File: config.mk
export PLATFORM = sky130hd
export DESIGN_NAME = pnm_header_parser_unit
export DESIGN_NICKNAME = d
export VERILOG_FILES = /design/src/pnm_hp_pkg.sv /design/src/pnm_header_parser_unit.sv
export SDC_FILE = /design/constraint.sdc
export NUM_CORES = 1
export LEC_CHECK = 0
export BUFFER_PORTS_ARGS = -buffer_cell sky130_fd_sc_hd__buf_2
export CAP_MARGIN = 30
export CORE_MARGIN = 4
export CORE_UTILIZATION = 49
export CTS_BUF_LIST = sky130_fd_sc_hd__clkbuf_16
export CTS_CLUSTER_DIAMETER = 100
export CTS_CLUSTER_SIZE = 28
export DETAILED_ROUTE_END_ITERATION = 16
export PLACE_DENSITY = 0.67
export RECOVER_POWER = 100
export SLEW_MARGIN = 10
export SYNTH_ARGS = -nofsm -noshare
export SYNTH_HDL_FRONTEND = slang
export SYNTH_SLANG_ARGS = --single-unit
File: constraint.sdc
create_clock -name i_clk -period 11.1 [get_ports i_clk]
set_input_delay 0.555 -clock i_clk [delete_from_list [all_inputs] [get_ports i_clk]]
set_output_delay 0.555 -clock i_clk [all_outputs]
set_load 0.1 [all_outputs]
File: src/pnm_hp_pkg.sv
package pnm_hp_pkg;

    typedef enum logic [3:0] {
        PH_MAGIC_P,
        PH_MAGIC_DIGIT,
        PH_MAGIC_NL,
        PH_DIMS_START,
        PH_DIMS_COMMENT,
        PH_WIDTH,
        PH_HEIGHT_FIRST,
        PH_HEIGHT,
        PH_DEPTH_START,
        PH_DEPTH_COMMENT,
        PH_DEPTH,
        PH_DONE,
        PH_FAILED
    } t_phase;

    localparam logic [7:0] CH_NL    = 8'd10;
    localparam logic [7:0] CH_SPACE = 8'd32;
    localparam logic [7:0] CH_HASH  = 8'd35;
    localparam logic [7:0] CH_ZERO  = 8'd48;
    localparam logic [7:0] CH_NINE  = 8'd57;
    localparam logic [7:0] CH_P     = 8'd80;
    localparam logic [7:0] CH_FIVE  = 8'd53;
    localparam logic [7:0] CH_SIX   = 8'd54;

    localparam int VAL_W = 16;
    localparam int OFS_W = 13;

    typedef struct packed {
        logic              is_colour;
        logic [VAL_W-1:0]  image_width;
        logic [VAL_W-1:0]  image_height;
        logic [VAL_W-1:0]  max_value;
        logic [OFS_W-1:0]  raster_offset;
    } t_result;

    typedef struct packed {
        logic             ok;
        logic [VAL_W-1:0] value;
    } t_digit;

    function automatic logic is_digit(input logic [7:0] b);
        return (b >= CH_ZERO) && (b <= CH_NINE);
    endfunction

    // acc * 10 + digit, flagged when it leaves 16 bits
    function automatic t_digit add_digit(input logic [VAL_W-1:0] acc, input logic [7:0] b);
        logic [VAL_W+3:0] sum;
        t_digit           res;
        sum = ({4'b0, acc} << 3) + ({4'b0, acc} << 1) + {12'b0, b - CH_ZERO};
        res.ok    = (sum[VAL_W+3:VAL_W] == 4'b0);
        res.value = sum[VAL_W-1:0];
        return res;
    endfunction

endpackage

File: src/pnm_header_parser_unit.sv
// A result is registered into the output register, or into the skid entry when the
// output register still holds one. Throughput: one byte per cycle while the skid entry
// is empty; the phase update and the times-ten accumulate finish in the accept cycle,
// and a two-entry output buffer keeps input flowing while one result waits downstream.
// Reset (synchronous, active low): parser waits for the magic 'P', counters clear,
// output buffer empties.
module pnm_header_parser_unit
    import pnm_hp_pkg::*;
#(
    parameter int HEADER_LIMIT = 4096
) (
    input  logic        i_clk,
    input  logic        i_rst_n,
    input  logic        i_s_tvalid,
    output logic        o_s_tready,
    input  logic [7:0]  i_s_tdata,   // [7:0] data_byte
    input  logic        i_s_tuser,   // [0] first_of_file
    input  logic        i_s_tlast,   // last_of_file
    output logic        o_m_tvalid,
    input  logic        i_m_tready,
    output logic [63:0] o_m_tdata,   // [0] is_colour, [16:1] image_width,
                                     // [32:17] image_height, [48:33] max_value,
                                     // [61:49] raster_offset, [63:62] zero
    output logic        o_m_tuser    // [0] parse_status
);

    localparam int CW = $clog2(HEADER_LIMIT + 1);
    localparam logic [CW-1:0] LIMIT_C = HEADER_LIMIT[CW-1:0];

    t_phase           r_phase, n_phase;
    logic             r_colour, n_colour;
    logic [VAL_W-1:0] r_width, n_width;
    logic [VAL_W-1:0] r_height, n_height;
    logic [VAL_W-1:0] r_depth, n_depth;
    logic [CW-1:0]    r_count, n_count;

    logic             r_out_valid, r_out_err;
    t_result          r_out_data;
    logic             r_sk_valid, r_sk_err;
    t_result          r_sk_data;

    logic             accept, pop;
    logic             res_valid, res_err;
    t_result          res_data;

    t_phase           e_phase;
    logic [VAL_W-1:0] e_width, e_height, e_depth;
    logic [CW-1:0]    e_count, inc_count;
    logic [CW+OFS_W-1:0] count_ext;
    t_digit           dw, dh, dd;
    logic             ok;
    logic [7:0]       b;

    assign accept     = i_s_tvalid && o_s_tready;
    assign pop        = r_out_valid && i_m_tready;
    assign o_s_tready = !r_sk_valid;
    assign b          = i_s_tdata;

    assign e_phase  = i_s_tuser ? PH_MAGIC_P : r_phase;
    assign e_width  = i_s_tuser ? '0 : r_width;
    assign e_height = i_s_tuser ? '0 : r_height;
    assign e_depth  = i_s_tuser ? '0 : r_depth;
    assign e_count  = i_s_tuser ? '0 : r_count;
    assign inc_count = e_count + 1'b1;
    assign count_ext = {{OFS_W{1'b0}}, inc_count};

    assign dw = add_digit(e_width, b);
    assign dh = add_digit(e_height, b);
    assign dd = add_digit(e_depth, b);

    always_comb begin
        n_phase  = e_phase;
        n_colour = i_s_tuser ? 1'b0 : r_colour;
        n_width  = e_width;
        n_height = e_height;
        n_depth  = e_depth;
        n_count  = e_count;
        ok       = 1'b1;
        res_valid = 1'b0;
        res_err   = 1'b0;
        res_data  = '0;
        if (e_phase != PH_DONE && e_phase != PH_FAILED) begin
            if (e_count == LIMIT_C) begin
                ok = 1'b0;
            end else begin
                n_count = inc_count;
                unique case (e_phase)
                    PH_MAGIC_P: begin
                        if (b == CH_P) n_phase = PH_MAGIC_DIGIT; else ok = 1'b0;
                    end
                    PH_MAGIC_DIGIT: begin
                        if (b == CH_FIVE) begin
                            n_colour = 1'b0;
                            n_phase  = PH_MAGIC_NL;
                        end else if (b == CH_SIX) begin
                            n_colour = 1'b1;
                            n_phase  = PH_MAGIC_NL;
                        end else begin
                            ok = 1'b0;
                        end
                    end
                    PH_MAGIC_NL: begin
                        if (b == CH_NL) n_phase = PH_DIMS_START; else ok = 1'b0;
                    end
                    PH_DIMS_START: begin
                        if (b == CH_HASH) begin
                            n_phase = PH_DIMS_COMMENT;
                        end else if (is_digit(b)) begin
                            ok      = dw.ok;
                            n_width = dw.value;
                            n_phase = PH_WIDTH;
                        end else if (b != CH_NL) begin
                            ok = 1'b0;
                        end
                    end
                    PH_DIMS_COMMENT: begin
                        if (b == CH_NL) n_phase = PH_DIMS_START;
                    end
                    PH_WIDTH: begin
                        if (is_digit(b)) begin
                            ok      = dw.ok;
                            n_width = dw.value;
                        end else if (b == CH_SPACE) begin
                            n_phase = PH_HEIGHT_FIRST;
                        end else begin
                            ok = 1'b0;
                        end
                    end
                    PH_HEIGHT_FIRST: begin
                        if (is_digit(b)) begin
                            ok       = dh.ok;
                            n_height = dh.value;
                            n_phase  = PH_HEIGHT;
                        end else begin
                            ok = 1'b0;
                        end
                    end
                    PH_HEIGHT: begin
                        if (is_digit(b)) begin
                            ok       = dh.ok;
                            n_height = dh.value;
                        end else if (b == CH_NL) begin
                            n_phase = PH_DEPTH_START;
                        end else begin
                            ok = 1'b0;
                        end
                    end
                    PH_DEPTH_START: begin
                        if (b == CH_HASH) begin
                            n_phase = PH_DEPTH_COMMENT;
                        end else if (is_digit(b)) begin
                            ok      = dd.ok;
                            n_depth = dd.value;
                            n_phase = PH_DEPTH;
                        end else if (b != CH_NL) begin
                            ok = 1'b0;
                        end
                    end
                    PH_DEPTH_COMMENT: begin
                        if (b == CH_NL) n_phase = PH_DEPTH_START;
                    end
                    PH_DEPTH: begin
                        if (is_digit(b)) begin
                            ok      = dd.ok;
                            n_depth = dd.value;
                        end else if (b == CH_NL) begin
                            n_phase = PH_DONE;
                        end else begin
                            ok = 1'b0;
                        end
                    end
                    default: ok = 1'b0;
                endcase
            end

            if (!ok) begin
                n_phase   = PH_FAILED;
                res_valid = 1'b1;
                res_err   = 1'b1;
            end else if (n_phase == PH_DONE) begin
                res_valid              = 1'b1;
                res_data.is_colour     = n_colour;
                res_data.image_width   = n_width;
                res_data.image_height  = n_height;
                res_data.max_value     = n_depth;
                res_data.raster_offset = count_ext[OFS_W-1:0];
            end else if (i_s_tlast) begin
                n_phase   = PH_FAILED;
                res_valid = 1'b1;
                res_err   = 1'b1;
            end
        end
    end

    always_ff @(posedge i_clk) begin
        if (!i_rst_n) begin
            r_phase  <= PH_MAGIC_P;
            r_colour <= 1'b0;
            r_width  <= '0;
            r_height <= '0;
            r_depth  <= '0;
            r_count  <= '0;
        end else if (accept) begin
            r_phase  <= n_phase;
            r_colour <= n_colour;
            r_width  <= n_width;
            r_height <= n_height;
            r_depth  <= n_depth;
            r_count  <= n_count;
        end
    end

    // output register plus one skid entry; input stalls only when both hold a result
    always_ff @(posedge i_clk) begin
        if (!i_rst_n) begin
            r_out_valid <= 1'b0;
            r_sk_valid  <= 1'b0;
        end else if (!r_out_valid || pop) begin
            if (r_sk_valid) begin
                r_out_valid <= 1'b1;
                r_sk_valid  <= 1'b0;
            end else begin
                r_out_valid <= accept && res_valid;
            end
        end else if (accept && res_valid) begin
            r_sk_valid <= 1'b1;
        end
    end

    always_ff @(posedge i_clk) begin
        if (!r_out_valid || pop) begin
            if (r_sk_valid) begin
                r_out_data <= r_sk_data;
                r_out_err  <= r_sk_err;
            end else begin
                r_out_data <= res_data;
                r_out_err  <= res_err;
            end
        end else if (accept && res_valid) begin
            r_sk_data <= res_data;
            r_sk_err  <= res_err;
        end
    end

    assign o_m_tvalid = r_out_valid;
    assign o_m_tuser  = r_out_err;
    assign o_m_tdata  = {2'b00, r_out_data.raster_offset, r_out_data.max_value,
                         r_out_data.image_height, r_out_data.image_width,
                         r_out_data.is_colour};

    a_skid_behind_out: assert property (@(posedge i_clk) disable iff (!i_rst_n)
        r_sk_valid |-> r_out_valid)
        else $error("skid entry held with empty output register");

    a_error_payload_zero: assert property (@(posedge i_clk) disable iff (!i_rst_n)
        (o_m_tvalid && o_m_tuser) |-> (o_m_tdata == 64'b0))
        else $error("error result carries nonzero payload");

    a_result_ends_parse: assert property (@(posedge i_clk) disable iff (!i_rst_n)
        (accept && res_valid) |=> (r_phase == PH_DONE || r_phase == PH_FAILED))
        else $error("parser kept running after a result");

    a_no_result_when_idle: assert property (@(posedge i_clk) disable iff (!i_rst_n)
        (accept && !i_s_tuser && (r_phase == PH_DONE || r_phase == PH_FAILED)) |-> !res_valid)
        else $error("result raised after header finished");

endmodule

==> flow_summary.json <==
{
  "outcome": "finished with violations",
  "violations": "max-capacitance violations, max-slew violations",
  "drc": 0,
  "clock_path_buffers": 2,
  "grt_pass1_vias": 9663,
  "post-route-period-util_pct": 67.3,
  "worstPathRequired_ps": 11290,
  "clk_pin_slew_worst_paths_ps": 80,
  "tightestPinTransition_ps": 3560,
  "vias": 10300,
  "preCtsSetupSlack_ps": 5070,
  "die_area_sq_mm": 0.0291,
  "yosysSeqAreaShare_pct": 39.7,
  "first_pass_iters": 5,
  "vias_per_cell": 5.90,
  "period_minus_slack_ps": 7470,
  "cp_max_fo": 55,
  "routed_wl_um": 33700,
  "crit_type": "in2reg",
  "fin_util_pct": 53.3,
  "cp_common_cell": "buf_4",
  "die_y_um": 171,
  "n_antenna_cell": 0,
  "antenna_found_initial": 0,
  "rsz0062_at_grt": "false",
  "cp_top_family": "simple AND/OR/NAND/NOR gates",
  "ctsHoldBuffers": 0,
  "drive_above_1_share_pct": 7.55,
  "wl_per_cell_um": 19.3,
  "drtIter0Drc": 993,
  "final_area_sq_mm": 0.0139,
  "start_util_pct": 49.8,
  "cts_htree_levels": 4,
  "grt_pass1_wl_um": 53200,
  "ys.warnings.count": 0,
  "fmax_mhz": 134,
  "hold_class": "reg2reg",
  "post_dp_cell_area_sq_mm": 0.0136,
  "die_x_um": 171,
  "synth-simple-area-share_pct": 19.0,
  "slew_viol_final": 137,
  "gr-total-overflow": 0,
  "finalPower_mw": 1.76,
  "synth_compound_area_share_pct": 19.0,
  "powerDensity_mw_per_mm2": 126,
  "synth-xor-area-share_pct": 3.17,
  "cts_setup_buffers": 0,
  "syn_area_sq_mm": 0.0130,
  "cts_resized": 0,
  "async_flop_share_pct": 0,
  "p_leak_nw": 5.40,
  "cts_sinks": 194,
  "finalNetCount": 1523,
  "syn2layout_area_growth_pct": 7.11,
  "fin_skew_ps": 17.2,
  "grt_max_degree": 68,
  "ant_nets": 0,
  "synth_area_per_cell_sq_um": 9.47,
  "fill_cells": 2430,
  "path_buf_inv": 5,
  "cts_inserted_buffers": 17,
  "synth_edf_count": 126,
  "crit_slowest_cell": "clkbuf_1",
  "io_pins": 81,
  "setup_violations": 0,
  "hold_viol_final": 0,
  "layout_setup_ws_ps": 3630,
  "cts_root_buffer": "clkbuf_16",
  "core_sq_mm": 0.0261,
  "cp-start-kind": "input port",
  "num_rows": 59,
  "worst_skew_pair.late_latency_ps": 440,
  "grt_usage_pct": 22.9,
  "setup_tns_ps": 0,
  "drv_cap": 3,
  "peakVddDrop_uv": 94.0,
  "arrival_ps": 7650,
  "cp_cell_sequence": "buf_2 > buf_4 > clkbuf_1 > nor2b_1 > inv_1 > ha_1 > nor4b_1 > nand4_1 > o21ai_0 > nor4_1 > o22ai_1 > or4b_4 > or2_0 > buf_4 > nor3_1 > mux2_1",
  "io_buffers": 78,
  "synthAdderAreaFrac_pct": 11.2,
  "yosysUniqueCellTypes": 76,
  "synth_top_family_by_area": "simple AND/OR/NAND/NOR gates",
  "gp_congestion": 0.952,
  "setup.worst_path.end_class": "flip-flop",
  "relSlewSlack_pct": -138,
  "ys.flop_type": "edfxtp_1",
  "place.detailed.hpwl_um": 24100,
  "synth_mux_area_share_pct": 3.79,
  "synth_cells": 1369,
  "cts_tree": "done",
  "critPathMaxStageDelay_ps": 1470,
  "yosys_register_bits": 194
}
## worst reg2reg max path: stages, from the launching register on
cell and delay, ps:
dfxtp_1 330, nor2b_1 180, inv_1 140, ha_1 150, nor4b_1 270, nand4_1 400
o21ai_0 490, nor4_1 160, o22ai_1 350, or4b_4 220, or2_0 1320, buf_4 710
nor3_1 160, mux2_1 400
## per-stage QoR
step,instances,hold slack [ps]
floorplan,1370,432
global placement,1717,440
detailed placement,1718,448
CTS,1750,439
global route,1752,475
finish,1752,457
## routing by layer
layer	part of all wire, %	global-route usage [%]	up-vias
met3	6.6	4.16	32
met5	0	0	-
met1	49	35.1	4940
li1	-	-	5025
met4	1.9	6.35	0
met2	43	33.3	347
## synth_stat cells, types with 18 or more instances
cell | number | share of area (%)
ha_1 | 87 | 8.4
dfxtp_1 | 68 | 10
and2_1 | 22 | 1.1
nor2b_1 | 56 | 2.7
a21oi_1 | 111 | 4.3
fa_1 | 18 | 2.8
edfxtp_1 | 126 | 29
nand3_1 | 23 | 0.89
o31ai_2 | 27 | 2.6
nor3_1 | 22 | 0.85
nand2_1 | 111 | 3.2
nor2_1 | 144 | 4.2
a211oi_1 | 27 | 1.6
clkbuf_1 | 64 | 1.9
xnor2_1 | 31 | 2.1
o21ai_0 | 64 | 2.5
inv_1 | 49 | 1.4
mux2_2 | 33 | 2.9
nand2b_1 | 33 | 1.6
## layout by cell type (no fill, tap or decap), types with 27 or more instances in the layout
cell type / n
nor2_1: 144
edfxtp_1: 126
a21oi_1: 115
nand2_1: 111
ha_1: 87
clkbuf_1: 72
dfxtp_1: 67
o21ai_0: 65
nor2b_1: 55
inv_1: 47
o31ai_1: 35
nand2b_1: 33
xnor2_1: 31
a211oi_1: 27
## worst paths after layout
kind | slack, ps | endpoint | from | cells past startpoint
max | 3630 | o_m_tdata[58] | i_s_tuser | 16
min | 460 | r_height[9] | r_height[9] | 2
max reg2reg | 5580 | o_m_tdata[58] | r_count[0] | 13
min reg2reg | 460 | r_height[9] | r_height[9] | 2
## sequential cells by signal, indices dropped and copies added, names as in the netlist
name and count:
r_sk_valid 1, o_m_tuser 1, o_m_tvalid 1, o_m_tdata 62
r_phase 4, r_width 16, r_height 16, r_colour 1
r_sk_data 62, r_count 13, r_depth 16, r_sk_err 1
## cell type report
cell class | instances | area, sq um | share of cell area [%]
inverter | 50 | 188 | 1.35
tap | 335 | 419 | 3.02
sequential | 194 | 5150 | 37.0
timing repair buffer | 95 | 410 | 2.95
clock inverter | 15 | 174 | 1.25
multi-input combinational | 1046 | 7130 | 51.3
clock buffer | 17 | 425 | 3.06
## kinds of logic (layout without fill, tap and decap cells)
logic type	after synthesis	count (layout)
DFF	194	194
and+or+nand+nor	487	487
muxes	45	45
AOI/OAI and AO/OA	360	360
other	1	2
adders and majority gates	105	105
buffers and inverters	130	177
xor gates and xnor gates	47	47
## power by group
part | total [mW] | switching, mW | internal (mW)
sequential | 0.817 | 0.0149 | 0.802
combinational | 0.311 | 0.253 | 0.0579
clock | 0.629 | 0.322 | 0.307
total | 1.76 | 0.590 | 1.17
Note: power is estimated with default switching activity, not from simulation.
